<file path="src/sv/gasa_pkg.sv">
// gasa_pkg: shared widths, codes, types and helpers for the glyph atlas shelf allocator
// no dependencies; imported by gasa_place, gasa_div and the top level
package gasa_pkg;

    // field widths
    localparam int DIM_W     = 13;
    localparam int POS_W     = 12;
    localparam int UV_W      = 17;
    localparam int CODE_W    = 8;
    localparam int SLOT_W    = 8;
    localparam int STATUS_W  = 3;
    localparam int CFG_IDX_W = 2;
    localparam int FRAC_BITS = 16;

    // sizing and atlas constants
    localparam int               MAX_GLYPHS_DEF = 256;
    localparam logic [DIM_W-1:0] MAX_TEX_DIM    = 13'd4096;
    localparam logic [DIM_W-1:0] SHELF_MARGIN   = 13'd8;
    localparam logic [DIM_W-1:0] TEX_WIDTH_RST  = 13'd256;
    localparam logic [DIM_W-1:0] TEX_HEIGHT_RST = 13'd128;
    localparam logic [UV_W-1:0]  UV_ONE         = 17'h10000;

    // configuration register indexes
    localparam logic [CFG_IDX_W-1:0] CFG_TEX_WIDTH  = 2'd0;
    localparam logic [CFG_IDX_W-1:0] CFG_TEX_HEIGHT = 2'd1;

    // result status codes
    typedef enum logic [STATUS_W-1:0] {
        STS_PLACED   = 3'd0,
        STS_ZERO     = 3'd1,
        STS_FULL     = 3'd2,
        STS_NO_SPACE = 3'd3,
        STS_CLEARED  = 3'd4
    } status_t;

    // request codes
    typedef enum logic {
        REQ_ALLOC = 1'b0,
        REQ_CLEAR = 1'b1
    } req_t;

    // sequencer states of the top level
    typedef enum logic [2:0] {
        FSM_IDLE,
        FSM_CHECK,
        FSM_START,
        FSM_DIV,
        FSM_FINISH
    } fsm_t;

    // which uv fraction the divider is working on
    typedef enum logic [1:0] {
        UV_U_ORIGIN = 2'd0,
        UV_V_ORIGIN = 2'd1,
        UV_U_EXTENT = 2'd2,
        UV_V_EXTENT = 2'd3
    } uv_sel_t;

    // placement outcome handed from the allocator to the sequencer
    typedef struct packed {
        status_t            status;
        logic [SLOT_W-1:0]  slot;
        logic [DIM_W-1:0]   pos_x;
        logic [DIM_W-1:0]   pos_y;
    } place_res_t;

    // texture size as used: zero acts as one, large values clamp
    function automatic logic [DIM_W-1:0] eff_dim(input logic [DIM_W-1:0] v);
        logic [DIM_W-1:0] r;
        r = v;
        if (v == '0)
            r = DIM_W'(1);
        else if (v > MAX_TEX_DIM)
            r = MAX_TEX_DIM;
        return r;
    endfunction

endpackage

</file>
<file path="src/sv/gasa_place.sv">
// gasa_place: texture size registers, shelf state and the placement decision
// depends on gasa_pkg
module gasa_place import gasa_pkg::*;
#(
    parameter int MAX_GLYPHS = MAX_GLYPHS_DEF
)
(
    input  logic                 clk,
    input  logic                 rst_n,
    input  logic                 cfg_we,
    input  logic [CFG_IDX_W-1:0] cfg_index,
    input  logic [DIM_W-1:0]     cfg_data,
    input  logic                 step,
    input  logic                 req_type,
    input  logic [DIM_W-1:0]     glyph_width,
    input  logic [DIM_W-1:0]     glyph_height,
    output place_res_t           res,
    output logic [DIM_W-1:0]     eff_tw,
    output logic [DIM_W-1:0]     eff_th
);

    localparam int              CNT_W   = $clog2(MAX_GLYPHS + 1);
    localparam logic [CNT_W-1:0] CNT_MAX = CNT_W'(MAX_GLYPHS);

    logic [DIM_W-1:0] tw_reg, tw_next;
    logic [DIM_W-1:0] th_reg, th_next;
    logic [CNT_W-1:0] count_reg, count_next;
    logic [DIM_W-1:0] next_x_reg, next_x_next;
    logic [DIM_W-1:0] top_y_reg, top_y_next;
    logic [DIM_W-1:0] shelf_h_reg, shelf_h_next;
    logic [DIM_W-1:0] free_w_reg, free_w_next;
    logic [DIM_W-1:0] area_top_reg, area_top_next;
    logic [DIM_W-1:0] area_h_reg, area_h_next;
    place_res_t       res_reg, res_next;

    logic             cfg_hit;
    logic [DIM_W-1:0] restart_th;
    logic [DIM_W:0]   width_margin;
    logic             need_shelf;
    logic             no_room;
    logic             zero_size;
    logic             table_full;

    // checks for the incoming glyph
    assign width_margin = {1'b0, glyph_width} + {1'b0, SHELF_MARGIN};
    assign need_shelf   = ({1'b0, free_w_reg} <= width_margin) || (shelf_h_reg < glyph_height);
    assign no_room      = (area_h_reg < glyph_height) || (tw_reg < glyph_width);
    assign zero_size    = (glyph_width == '0) || (glyph_height == '0);
    assign table_full   = (count_reg >= CNT_MAX);

    // a write to the texture width or height register restarts the atlas with the new texture size
    assign cfg_hit    = cfg_we && ((cfg_index == CFG_TEX_WIDTH) || (cfg_index == CFG_TEX_HEIGHT));
    assign restart_th = (cfg_index == CFG_TEX_HEIGHT) ? eff_dim(cfg_data) : th_reg;

    // next atlas state and placement result
    always_comb
    begin
        tw_next       = tw_reg;
        th_next       = th_reg;
        count_next    = count_reg;
        next_x_next   = next_x_reg;
        top_y_next    = top_y_reg;
        shelf_h_next  = shelf_h_reg;
        free_w_next   = free_w_reg;
        area_top_next = area_top_reg;
        area_h_next   = area_h_reg;
        res_next      = res_reg;

        priority if (cfg_hit)
        begin
            if (cfg_index == CFG_TEX_WIDTH)
                tw_next = eff_dim(cfg_data);
            else
                th_next = eff_dim(cfg_data);
            count_next    = '0;
            next_x_next   = '0;
            top_y_next    = '0;
            shelf_h_next  = '0;
            free_w_next   = '0;
            area_top_next = '0;
            area_h_next   = restart_th;
        end
        else if (step)
        begin
            res_next = '{status: STS_PLACED, slot: '0, pos_x: '0, pos_y: '0};
            priority if (req_type == REQ_CLEAR)
            begin
                res_next.status = STS_CLEARED;
                count_next      = '0;
                next_x_next     = '0;
                top_y_next      = '0;
                shelf_h_next    = '0;
                free_w_next     = '0;
                area_top_next   = '0;
                area_h_next     = th_reg;
            end
            else if (zero_size)
                res_next.status = STS_ZERO;
            else if (table_full)
                res_next.status = STS_FULL;
            else if (need_shelf && no_room)
                res_next.status = STS_NO_SPACE;
            else
            begin
                res_next.slot = SLOT_W'(count_reg);
                count_next    = count_reg + CNT_W'(1);
                if (need_shelf)
                begin
                    // open a new shelf under the previous ones
                    res_next.pos_x = '0;
                    res_next.pos_y = area_top_reg;
                    free_w_next    = tw_reg - glyph_width;
                    shelf_h_next   = glyph_height;
                    next_x_next    = glyph_width;
                    top_y_next     = area_top_reg;
                    area_top_next  = area_top_reg + glyph_height;
                    area_h_next    = area_h_reg - glyph_height;
                end
                else
                begin
                    // continue along the current shelf
                    res_next.pos_x = next_x_reg;
                    res_next.pos_y = top_y_reg;
                    free_w_next    = free_w_reg - glyph_width;
                    next_x_next    = next_x_reg + glyph_width;
                end
            end
        end
    end

    // atlas state registers
    always_ff @(posedge clk or negedge rst_n)
    begin
        if (!rst_n)
        begin
            tw_reg       <= TEX_WIDTH_RST;
            th_reg       <= TEX_HEIGHT_RST;
            count_reg    <= '0;
            next_x_reg   <= '0;
            top_y_reg    <= '0;
            shelf_h_reg  <= '0;
            free_w_reg   <= '0;
            area_top_reg <= '0;
            area_h_reg   <= TEX_HEIGHT_RST;
        end
        else
        begin
            tw_reg       <= tw_next;
            th_reg       <= th_next;
            count_reg    <= count_next;
            next_x_reg   <= next_x_next;
            top_y_reg    <= top_y_next;
            shelf_h_reg  <= shelf_h_next;
            free_w_reg   <= free_w_next;
            area_top_reg <= area_top_next;
            area_h_reg   <= area_h_next;
        end
    end

    // result word
    always_ff @(posedge clk)
    begin
        res_reg <= res_next;
    end

    assign res    = res_reg;
    assign eff_tw = tw_reg;
    assign eff_th = th_reg;

    // glyph table never overfills
    a_count_bound: assert property (@(posedge clk) disable iff (!rst_n)
        count_reg <= CNT_MAX)
        else $error("glyph count beyond table size");

    // free area and used area always add up to the texture height
    a_area_sum: assert property (@(posedge clk) disable iff (!rst_n)
        ({1'b0, area_top_reg} + {1'b0, area_h_reg}) == {1'b0, th_reg})
        else $error("free area out of step with texture height");

endmodule

</file>
<file path="src/sv/gasa_div.sv">
// gasa_div: bit-serial restoring divider giving a saturated unsigned 1.16 fraction
// depends on gasa_pkg
module gasa_div import gasa_pkg::*;
(
    input  logic              clk,
    input  logic              rst_n,
    input  logic              start,
    input  logic [DIM_W-1:0]  num,
    input  logic [DIM_W-1:0]  den,
    output logic              done,
    output logic [UV_W-1:0]   quo
);

    localparam int               STEPS = FRAC_BITS + 1;
    localparam int               CNT_W = $clog2(STEPS);
    localparam logic [CNT_W-1:0] LAST  = CNT_W'(STEPS - 1);

    logic              busy_reg, busy_next;
    logic              done_reg, done_next;
    logic              first_reg, first_next;
    logic [CNT_W-1:0]  cnt_reg, cnt_next;
    logic              sat_reg, sat_next;
    logic [DIM_W:0]    rem_reg, rem_next;
    logic [UV_W-1:0]   quo_reg, quo_next;
    logic [DIM_W-1:0]  den_reg, den_next;

    logic [DIM_W+1:0]  trial;
    logic [DIM_W+1:0]  diff;
    logic              ge;

    // one quotient bit per cycle; the first bit takes the numerator as it is
    assign trial = first_reg ? {1'b0, rem_reg} : {rem_reg, 1'b0};
    assign diff  = trial - {2'b00, den_reg};
    assign ge    = (trial >= {2'b00, den_reg});

    always_comb
    begin
        busy_next  = busy_reg;
        done_next  = 1'b0;
        first_next = first_reg;
        cnt_next   = cnt_reg;
        sat_next   = sat_reg;
        rem_next   = rem_reg;
        quo_next   = quo_reg;
        den_next   = den_reg;
        if (start)
        begin
            busy_next  = 1'b1;
            first_next = 1'b1;
            cnt_next   = '0;
            // numerator of two divisors or more is above one in any case
            sat_next   = ({1'b0, num} >= {den, 1'b0});
            rem_next   = {1'b0, num};
            quo_next   = '0;
            den_next   = den;
        end
        else if (busy_reg)
        begin
            first_next = 1'b0;
            rem_next   = ge ? diff[DIM_W:0] : trial[DIM_W:0];
            quo_next   = {quo_reg[UV_W-2:0], ge};
            cnt_next   = cnt_reg + CNT_W'(1);
            if (cnt_reg == LAST)
            begin
                busy_next = 1'b0;
                done_next = 1'b1;
            end
        end
    end

    // control
    always_ff @(posedge clk or negedge rst_n)
    begin
        if (!rst_n)
        begin
            busy_reg  <= 1'b0;
            done_reg  <= 1'b0;
            first_reg <= 1'b0;
            cnt_reg   <= '0;
        end
        else
        begin
            busy_reg  <= busy_next;
            done_reg  <= done_next;
            first_reg <= first_next;
            cnt_reg   <= cnt_next;
        end
    end

    // datapath shift registers
    always_ff @(posedge clk)
    begin
        sat_reg <= sat_next;
        rem_reg <= rem_next;
        quo_reg <= quo_next;
        den_reg <= den_next;
    end

    // saturate at one
    assign done = done_reg;
    assign quo  = (sat_reg || (quo_reg > UV_ONE)) ? UV_ONE : quo_reg;

    // a new division only starts on an idle unit
    a_start_idle: assert property (@(posedge clk) disable iff (!rst_n)
        start |-> !busy_reg)
        else $error("divider started while busy");

    // done follows the last step of a running division
    a_done_after_busy: assert property (@(posedge clk) disable iff (!rst_n)
        done_reg |-> !busy_reg && $past(busy_reg))
        else $error("divider done without a division");

    // a finished quotient never exceeds one
    a_quo_range: assert property (@(posedge clk) disable iff (!rst_n)
        done_reg |-> quo <= UV_ONE)
        else $error("quotient above one");

endmodule

</file>
<file path="src/sv/glyph_atlas_shelf_allocator.sv">
// glyph_atlas_shelf_allocator: top level, sequencer, divider sharing and result register
// depends on gasa_pkg, gasa_place and gasa_div
//
//   channel   direction  handshake               word
//   in        input      in_valid / in_stall     req_type, glyph_code, glyph_width, glyph_height
//   out       output     out_valid / out_stall   status, slot, code_out, pos_x, pos_y, uv fields
//   cfg       input      cfg_we                  cfg_index, cfg_data
//
// one request at a time: a placed glyph runs from acceptance through the check
// state and four 17-step passes of the shared bit-serial divider, each opened by
// a start state, then the finish state (held while the output stalls) and idle
// a refused request or a clear goes from the check state straight to finish
// reset clears the atlas and sets the texture to 256 by 128; no clearing pass is needed
// a stalled result sits in the output register while the next request is already taken
module glyph_atlas_shelf_allocator import gasa_pkg::*;
#(
    parameter int MAX_GLYPHS = MAX_GLYPHS_DEF
)
(
    input  logic                 clk,
    input  logic                 rst_n,
    input  logic                 cfg_we,
    input  logic [CFG_IDX_W-1:0] cfg_index,
    input  logic [DIM_W-1:0]     cfg_data,
    input  logic                 in_valid,
    output logic                 in_stall,
    input  logic                 req_type,
    input  logic [CODE_W-1:0]    glyph_code,
    input  logic [DIM_W-1:0]     glyph_width,
    input  logic [DIM_W-1:0]     glyph_height,
    output logic                 out_valid,
    input  logic                 out_stall,
    output logic [STATUS_W-1:0]  status,
    output logic [SLOT_W-1:0]    slot,
    output logic [CODE_W-1:0]    code_out,
    output logic [POS_W-1:0]     pos_x,
    output logic [POS_W-1:0]     pos_y,
    output logic [UV_W-1:0]      u_origin,
    output logic [UV_W-1:0]      v_origin,
    output logic [UV_W-1:0]      u_extent,
    output logic [UV_W-1:0]      v_extent
);

    fsm_t             state_reg, state_next;
    uv_sel_t          sel_reg, sel_next;
    logic [CODE_W-1:0] code_reg;
    logic [DIM_W-1:0] w_reg;
    logic [DIM_W-1:0] h_reg;
    logic [UV_W-1:0]  u_org_reg, v_org_reg, u_ext_reg, v_ext_reg;

    logic              out_valid_reg, out_valid_next;
    status_t           status_reg;
    logic [SLOT_W-1:0] slot_reg;
    logic [CODE_W-1:0] code_out_reg;
    logic [POS_W-1:0]  pos_x_reg, pos_y_reg;
    logic [UV_W-1:0]   u_origin_reg, v_origin_reg, u_extent_reg, v_extent_reg;

    logic             accept;
    logic             out_free;
    logic             out_load;
    logic             div_start;
    logic             div_done;
    logic [UV_W-1:0]  div_quo;
    logic [DIM_W-1:0] div_num, div_den;
    logic             placed;
    place_res_t       res;
    logic [DIM_W-1:0] eff_tw, eff_th;

    assign accept   = in_valid && !in_stall;
    assign in_stall = (state_reg != FSM_IDLE);
    assign out_free = !out_valid_reg || !out_stall;
    assign placed   = (res.status == STS_PLACED);

    // atlas state and placement
    gasa_place #(
        .MAX_GLYPHS (MAX_GLYPHS)
    ) u_place (
        .clk          (clk),
        .rst_n        (rst_n),
        .cfg_we       (cfg_we),
        .cfg_index    (cfg_index),
        .cfg_data     (cfg_data),
        .step         (accept),
        .req_type     (req_type),
        .glyph_width  (glyph_width),
        .glyph_height (glyph_height),
        .res          (res),
        .eff_tw       (eff_tw),
        .eff_th       (eff_th)
    );

    // divider operands for the fraction in hand
    always_comb
    begin
        unique case (sel_reg)
            UV_U_ORIGIN:
            begin
                div_num = res.pos_x;
                div_den = eff_tw;
            end
            UV_V_ORIGIN:
            begin
                div_num = res.pos_y;
                div_den = eff_th;
            end
            UV_U_EXTENT:
            begin
                div_num = w_reg;
                div_den = eff_tw;
            end
            default:
            begin
                div_num = h_reg;
                div_den = eff_th;
            end
        endcase
    end

    gasa_div u_div (
        .clk   (clk),
        .rst_n (rst_n),
        .start (div_start),
        .num   (div_num),
        .den   (div_den),
        .done  (div_done),
        .quo   (div_quo)
    );

    // sequencer next state
    always_comb
    begin
        state_next = state_reg;
        unique case (state_reg)
            FSM_IDLE:
                if (accept)
                    state_next = FSM_CHECK;
            FSM_CHECK:
                state_next = placed ? FSM_START : FSM_FINISH;
            FSM_START:
                state_next = FSM_DIV;
            FSM_DIV:
                if (div_done)
                    state_next = (sel_reg == UV_V_EXTENT) ? FSM_FINISH : FSM_START;
            FSM_FINISH:
                if (out_free)
                    state_next = FSM_IDLE;
            default:
                state_next = FSM_IDLE;
        endcase
    end

    // sequencer outputs
    always_comb
    begin
        div_start = 1'b0;
        out_load  = 1'b0;
        sel_next  = sel_reg;
        unique case (state_reg)
            FSM_CHECK:
                sel_next = UV_U_ORIGIN;
            FSM_START:
                div_start = 1'b1;
            FSM_DIV:
                if (div_done)
                    sel_next = uv_sel_t'(sel_reg + 2'd1);
            FSM_FINISH:
                out_load = out_free;
            default:
                sel_next = sel_reg;
        endcase
    end

    // output word valid
    always_comb
    begin
        priority if (out_load)
            out_valid_next = 1'b1;
        else if (!out_stall)
            out_valid_next = 1'b0;
        else
            out_valid_next = out_valid_reg;
    end

    // control registers
    always_ff @(posedge clk or negedge rst_n)
    begin
        if (!rst_n)
        begin
            state_reg     <= FSM_IDLE;
            sel_reg       <= UV_U_ORIGIN;
            out_valid_reg <= 1'b0;
        end
        else
        begin
            state_reg     <= state_next;
            sel_reg       <= sel_next;
            out_valid_reg <= out_valid_next;
        end
    end

    // request capture and quotient collection
    always_ff @(posedge clk)
    begin
        if (accept)
        begin
            code_reg <= glyph_code;
            w_reg    <= glyph_width;
            h_reg    <= glyph_height;
        end
        if ((state_reg == FSM_DIV) && div_done)
        begin
            unique case (sel_reg)
                UV_U_ORIGIN: u_org_reg <= div_quo;
                UV_V_ORIGIN: v_org_reg <= div_quo;
                UV_U_EXTENT: u_ext_reg <= div_quo;
                default:     v_ext_reg <= div_quo;
            endcase
        end
    end

    // output register; refused and clear results carry zeros
    always_ff @(posedge clk)
    begin
        if (out_load)
        begin
            status_reg   <= res.status;
            slot_reg     <= res.slot;
            code_out_reg <= placed ? code_reg : '0;
            pos_x_reg    <= res.pos_x[POS_W-1:0];
            pos_y_reg    <= res.pos_y[POS_W-1:0];
            u_origin_reg <= placed ? u_org_reg : '0;
            v_origin_reg <= placed ? v_org_reg : '0;
            u_extent_reg <= placed ? u_ext_reg : '0;
            v_extent_reg <= placed ? v_ext_reg : '0;
        end
    end

    assign out_valid = out_valid_reg;
    assign status    = status_reg;
    assign slot      = slot_reg;
    assign code_out  = code_out_reg;
    assign pos_x     = pos_x_reg;
    assign pos_y     = pos_y_reg;
    assign u_origin  = u_origin_reg;
    assign v_origin  = v_origin_reg;
    assign u_extent  = u_extent_reg;
    assign v_extent  = v_extent_reg;

    // an accepted request always moves on to the placement check
    a_accept_check: assert property (@(posedge clk) disable iff (!rst_n)
        accept |=> state_reg == FSM_CHECK)
        else $error("accepted request not taken to check");

    // a placed glyph always has a nonzero extent in both directions
    a_placed_extent: assert property (@(posedge clk) disable iff (!rst_n)
        (out_valid && (status == STS_PLACED)) |-> (u_extent != '0) && (v_extent != '0))
        else $error("placed glyph with zero uv extent");

    // the divider only reports back while the sequencer waits for it
    a_done_in_div: assert property (@(posedge clk) disable iff (!rst_n)
        div_done |-> state_reg == FSM_DIV)
        else $error("divider result outside the divide state");

endmodule
</file>
<file path="config.mk">
export PLATFORM = sky130hd
export DESIGN_NAME = glyph_atlas_shelf_allocator
export DESIGN_NICKNAME = d
export VERILOG_FILES = /design/src/sv/gasa_pkg.sv /design/src/sv/gasa_place.sv /design/src/sv/gasa_div.sv /design/src/sv/glyph_atlas_shelf_allocator.sv
export SDC_FILE = /design/constraint.sdc
export NUM_CORES = 1
export LEC_CHECK = 0
export ABC_AREA = 1
export ABC_CLOCK_PERIOD_IN_PS = 8800
export BUFFER_PORTS_ARGS = -buffer_cell sky130_fd_sc_hd__buf_4
export CORE_ASPECT_RATIO = 0.75
export CORE_UTILIZATION = 30
export CTS_CLUSTER_DIAMETER = 100
export CTS_CLUSTER_SIZE = 16
export DETAILED_ROUTE_END_ITERATION = 10
export PLACE_DENSITY = 0.54
export REMOVE_ABC_BUFFERS = 1
export SETUP_SLACK_MARGIN = 0.02
export SYNTH_ARGS = -nofsm -noshare
export SYNTH_HDL_FRONTEND = slang
export SYNTH_SLANG_ARGS = --single-unit
</file>
<file path="constraint.sdc">
create_clock -name clk -period 8.8 [get_ports clk]
set_clock_uncertainty 0.2 [all_clocks]
set_input_delay 0.44 -clock clk [delete_from_list [all_inputs] [get_ports clk]]
set_output_delay 0.44 -clock clk [all_outputs]
set_load 0.1 [all_outputs]
</file>
==> run metrics <==
outcome=finished clean; Slew Limit Headroom=0.1721; EDFF count, synth=277; Mean Syn Cell Area=8.781 um^2; sequential power share=0.485; I/O pin count=168; main flop type after synthesis=edfxtp_1; Clock transition at path regs=80 ps; delay-heaviest family, CP=simple AND/OR/NAND/NOR gates; cell taking the most area after synthesis=edfxtp_1; most frequent cells after synthesis=nand2_1 (637), inv_1 (383), edfxtp_1 (277); Mapped Cells=2565; critical path required time=9150 ps; clock network power share=0.291; Max Freq=0.1908 GHz; IO buf count=167; Clock Tree Buf Depth=3; post-route minimum period=5242 ps; Nets=2927; CP arrival=5590 ps; cell area after synthesis=0.02252 mm^2; post-layout util=0.3542; Sw Ratio=0.3157; post-synth cell types=47; sequential area share after synthesis=0.5266; RR Startpoint=u_div.first_reg; P_int=3.227 mW; RSZ-0062 raised after global routing=no; CTS resizes=0; endpoints failing setup=0; die width=318.4 um; DR iter-0 viols=1614; Cell Chain, Critical Path=dlygate4sd3_1 -> buf_4 -> inv_1 -> nor3_1 -> nand3_1 -> nor3_1 -> nand3_1 -> xor2_1 -> inv_1 -> ha_1 -> inv_1 -> nor2_1 -> nand2_1 -> inv_1 -> nand2_1 -> o21a_1 -> nand3_2 -> buf_4 -> nand3_4 -> nand3_2 -> buf_4 -> nand2_1 -> nand2_1; Static Leakage=11.67 nW; Largest register FFs=37; Synth warnings=0; post-DR wirelength/cell=17.71 um; global-route wire length before repair=101.0 mm; via count=17820; Yosys top cell area share=0.3693; Fin Setup TNS=0 ps; Root Buffer=clkbuf_16; core area=0.07382 mm^2; worst setup margin=3558 ps; fin crit share=0.5957; CTS buffer count=30; total grt overflow=0; CP Buf/Inv Count=8; vias in the first global route=16390; FFs w/ async S/R, synth=0.3009; critical path's slowest cell=nand3_4; final wirelength=66.17 mm; share of post-route cells with drive strength above 1=0.09462; ANT cells=0; top-count cell post-synth=nand2_1; post-route ant nets=0; DP Worst Slack=3582 ps; RD Place Congestion=0.9363; Worst setup SP type=primary input; Yosys reg bits=422; worst vdd ir=140.4 uV; pwr dens=180.4 mW/mm^2; Critical Path Start=glyph_width[5]; worst min path class=in -> reg; Max Cap Violations=0; Post-CTS Setup Repair Bufs=0; CTS Sinks=422; Vias per Instance=4.767; Worst setup EP type=flop; clk_lat worst skew=610 ps; combinational share of power=0.224; top post-synthesis cells by area=edfxtp_1 (37%), dfrtp_1 (14%), nand2_1 (11%); DRC viols=0; row cnt=86; initial antenna violation count=2; Die Span Y=239.3 um; Die ar.=0.07619 mm^2; initial core utilization=0.3051; critical path class=in -> reg; H-tree depth=1; Slew @ Worst Pin=1229 ps; Switching Power=1.489 mW; Final Hold Fails=0; GRT Util Overall=0.1705; CP max FO=47; area delta synth->final=16.08%; DR pass1 iterations=6; CTS tree=done; max-slew violation count=0; dpl hpwl=48.25 mm; hold path start=cfg_data[5]; largest net degree at the start of global routing=78; Worst path max stage delay=570 ps
-- worst reg2reg max path: cells and delay by family (launching register included) --
family | cells | cell delay [ps]
compound gates | 5 | 930
buf+inv | 2 | 410
simple gates | 5 | 1760
fa+ha+maj | 1 | 350
flops | 1 | 630
-- power by group through the flow --
stage	combinational, mW	clock (mW)	sequential (mW)
floorplan	0.734	0	2.29
finish	1.06	1.37	2.29
CTS	1.04	1.41	2.28
global placement	1.02	0	2.33
global route	1.20	1.48	2.30
detailed placement	1.02	0	2.33
-- final cells by class --
class | count | area [um^2]
timing repair buffer | 232 | 1861
clock inverter | 2 | 37.54
clock buffer | 52 | 854.6
sequential | 422 | 11860
inverter | 388 | 1456
multi-input combinational | 1673 | 8864
tap | 968 | 1211
fill | 7694 | 47670
-- final timing paths --
| path | slack (ps) | depth (start not counted) | to |
|---|---|---|---|
| worst max-delay path | 3560 | 23 | u_place.area_h_reg[12] |
| worst max register to register | 4300 | 13 | u_div.rem_reg[8] |
| worst min-delay path | 30 | 3 | u_place.eff_th[5] |
| worst min register to register | 220 | 0 | slot[7] |
| max in group asynchronous | 6810 | 3 | u_div.first_reg |
| min in group asynchronous | 210 | 2 | u_place.shelf_h_reg[4] |
-- cells by family (layout without fill, tap and decap cells) --
| logic type | count (synthesis) | in the layout | share of synthesized area |
|---|---|---|---|
| compound gates | 340 | 340 | 0.08483 |
| buf+inv | 470 | 674 | 0.08144 |
| xor+xnor | 52 | 52 | 0.02022 |
| flops | 422 | 422 | 0.5266 |
| simple gates | 1156 | 1156 | 0.2155 |
| fa+ha+maj | 125 | 125 | 0.07144 |
-- through the flow --
stage               hold slack (ps)  power [mW]  cells  cell area, um^2
floorplan                    -55.59       3.023   2483            22150
global route                  23.07       4.974   3737            26140
detailed placement            204.5       3.347   3637            24790
finish                        31.04       4.717   3737            26140
CTS                           3.624       4.738   3737            26140
global placement              205.1       3.351   3637            24790
-- cell usage in the layout, fill, tap and decap left out, types with 22 or more instances in the layout --
cell type      instances
ha_1                 119
buf_4                185
nand3_1              124
dlygate4sd3_1         46
inv_1                382
clkbuf_16             31
dfrtp_1              124
nand2_1              637
nand4_1               79
nor3_1                22
nor2_1               248
xor2_1                32
a21oi_1              107
edfxtp_1             277
o21ai_0              138
-- timing repair --
item | in CTS | in global routing
hold endpoints to repair | 119 | 0
hold buffers | 46 | 0
setup endpoints to repair | 0 | 0
-- layer usage --
layer  up-vias  share of wire  global-route usage  wire, um
met3        72          0.072             0.02460      4746
li1       8798              -                   -         -
met2       575           0.39              0.2367     26110
met5         -              0                   0         0
met1      8371           0.51              0.2728     33930
met4         0          0.021             0.03689      1389
No activity file was read; power rests on OpenSTA's default activity.
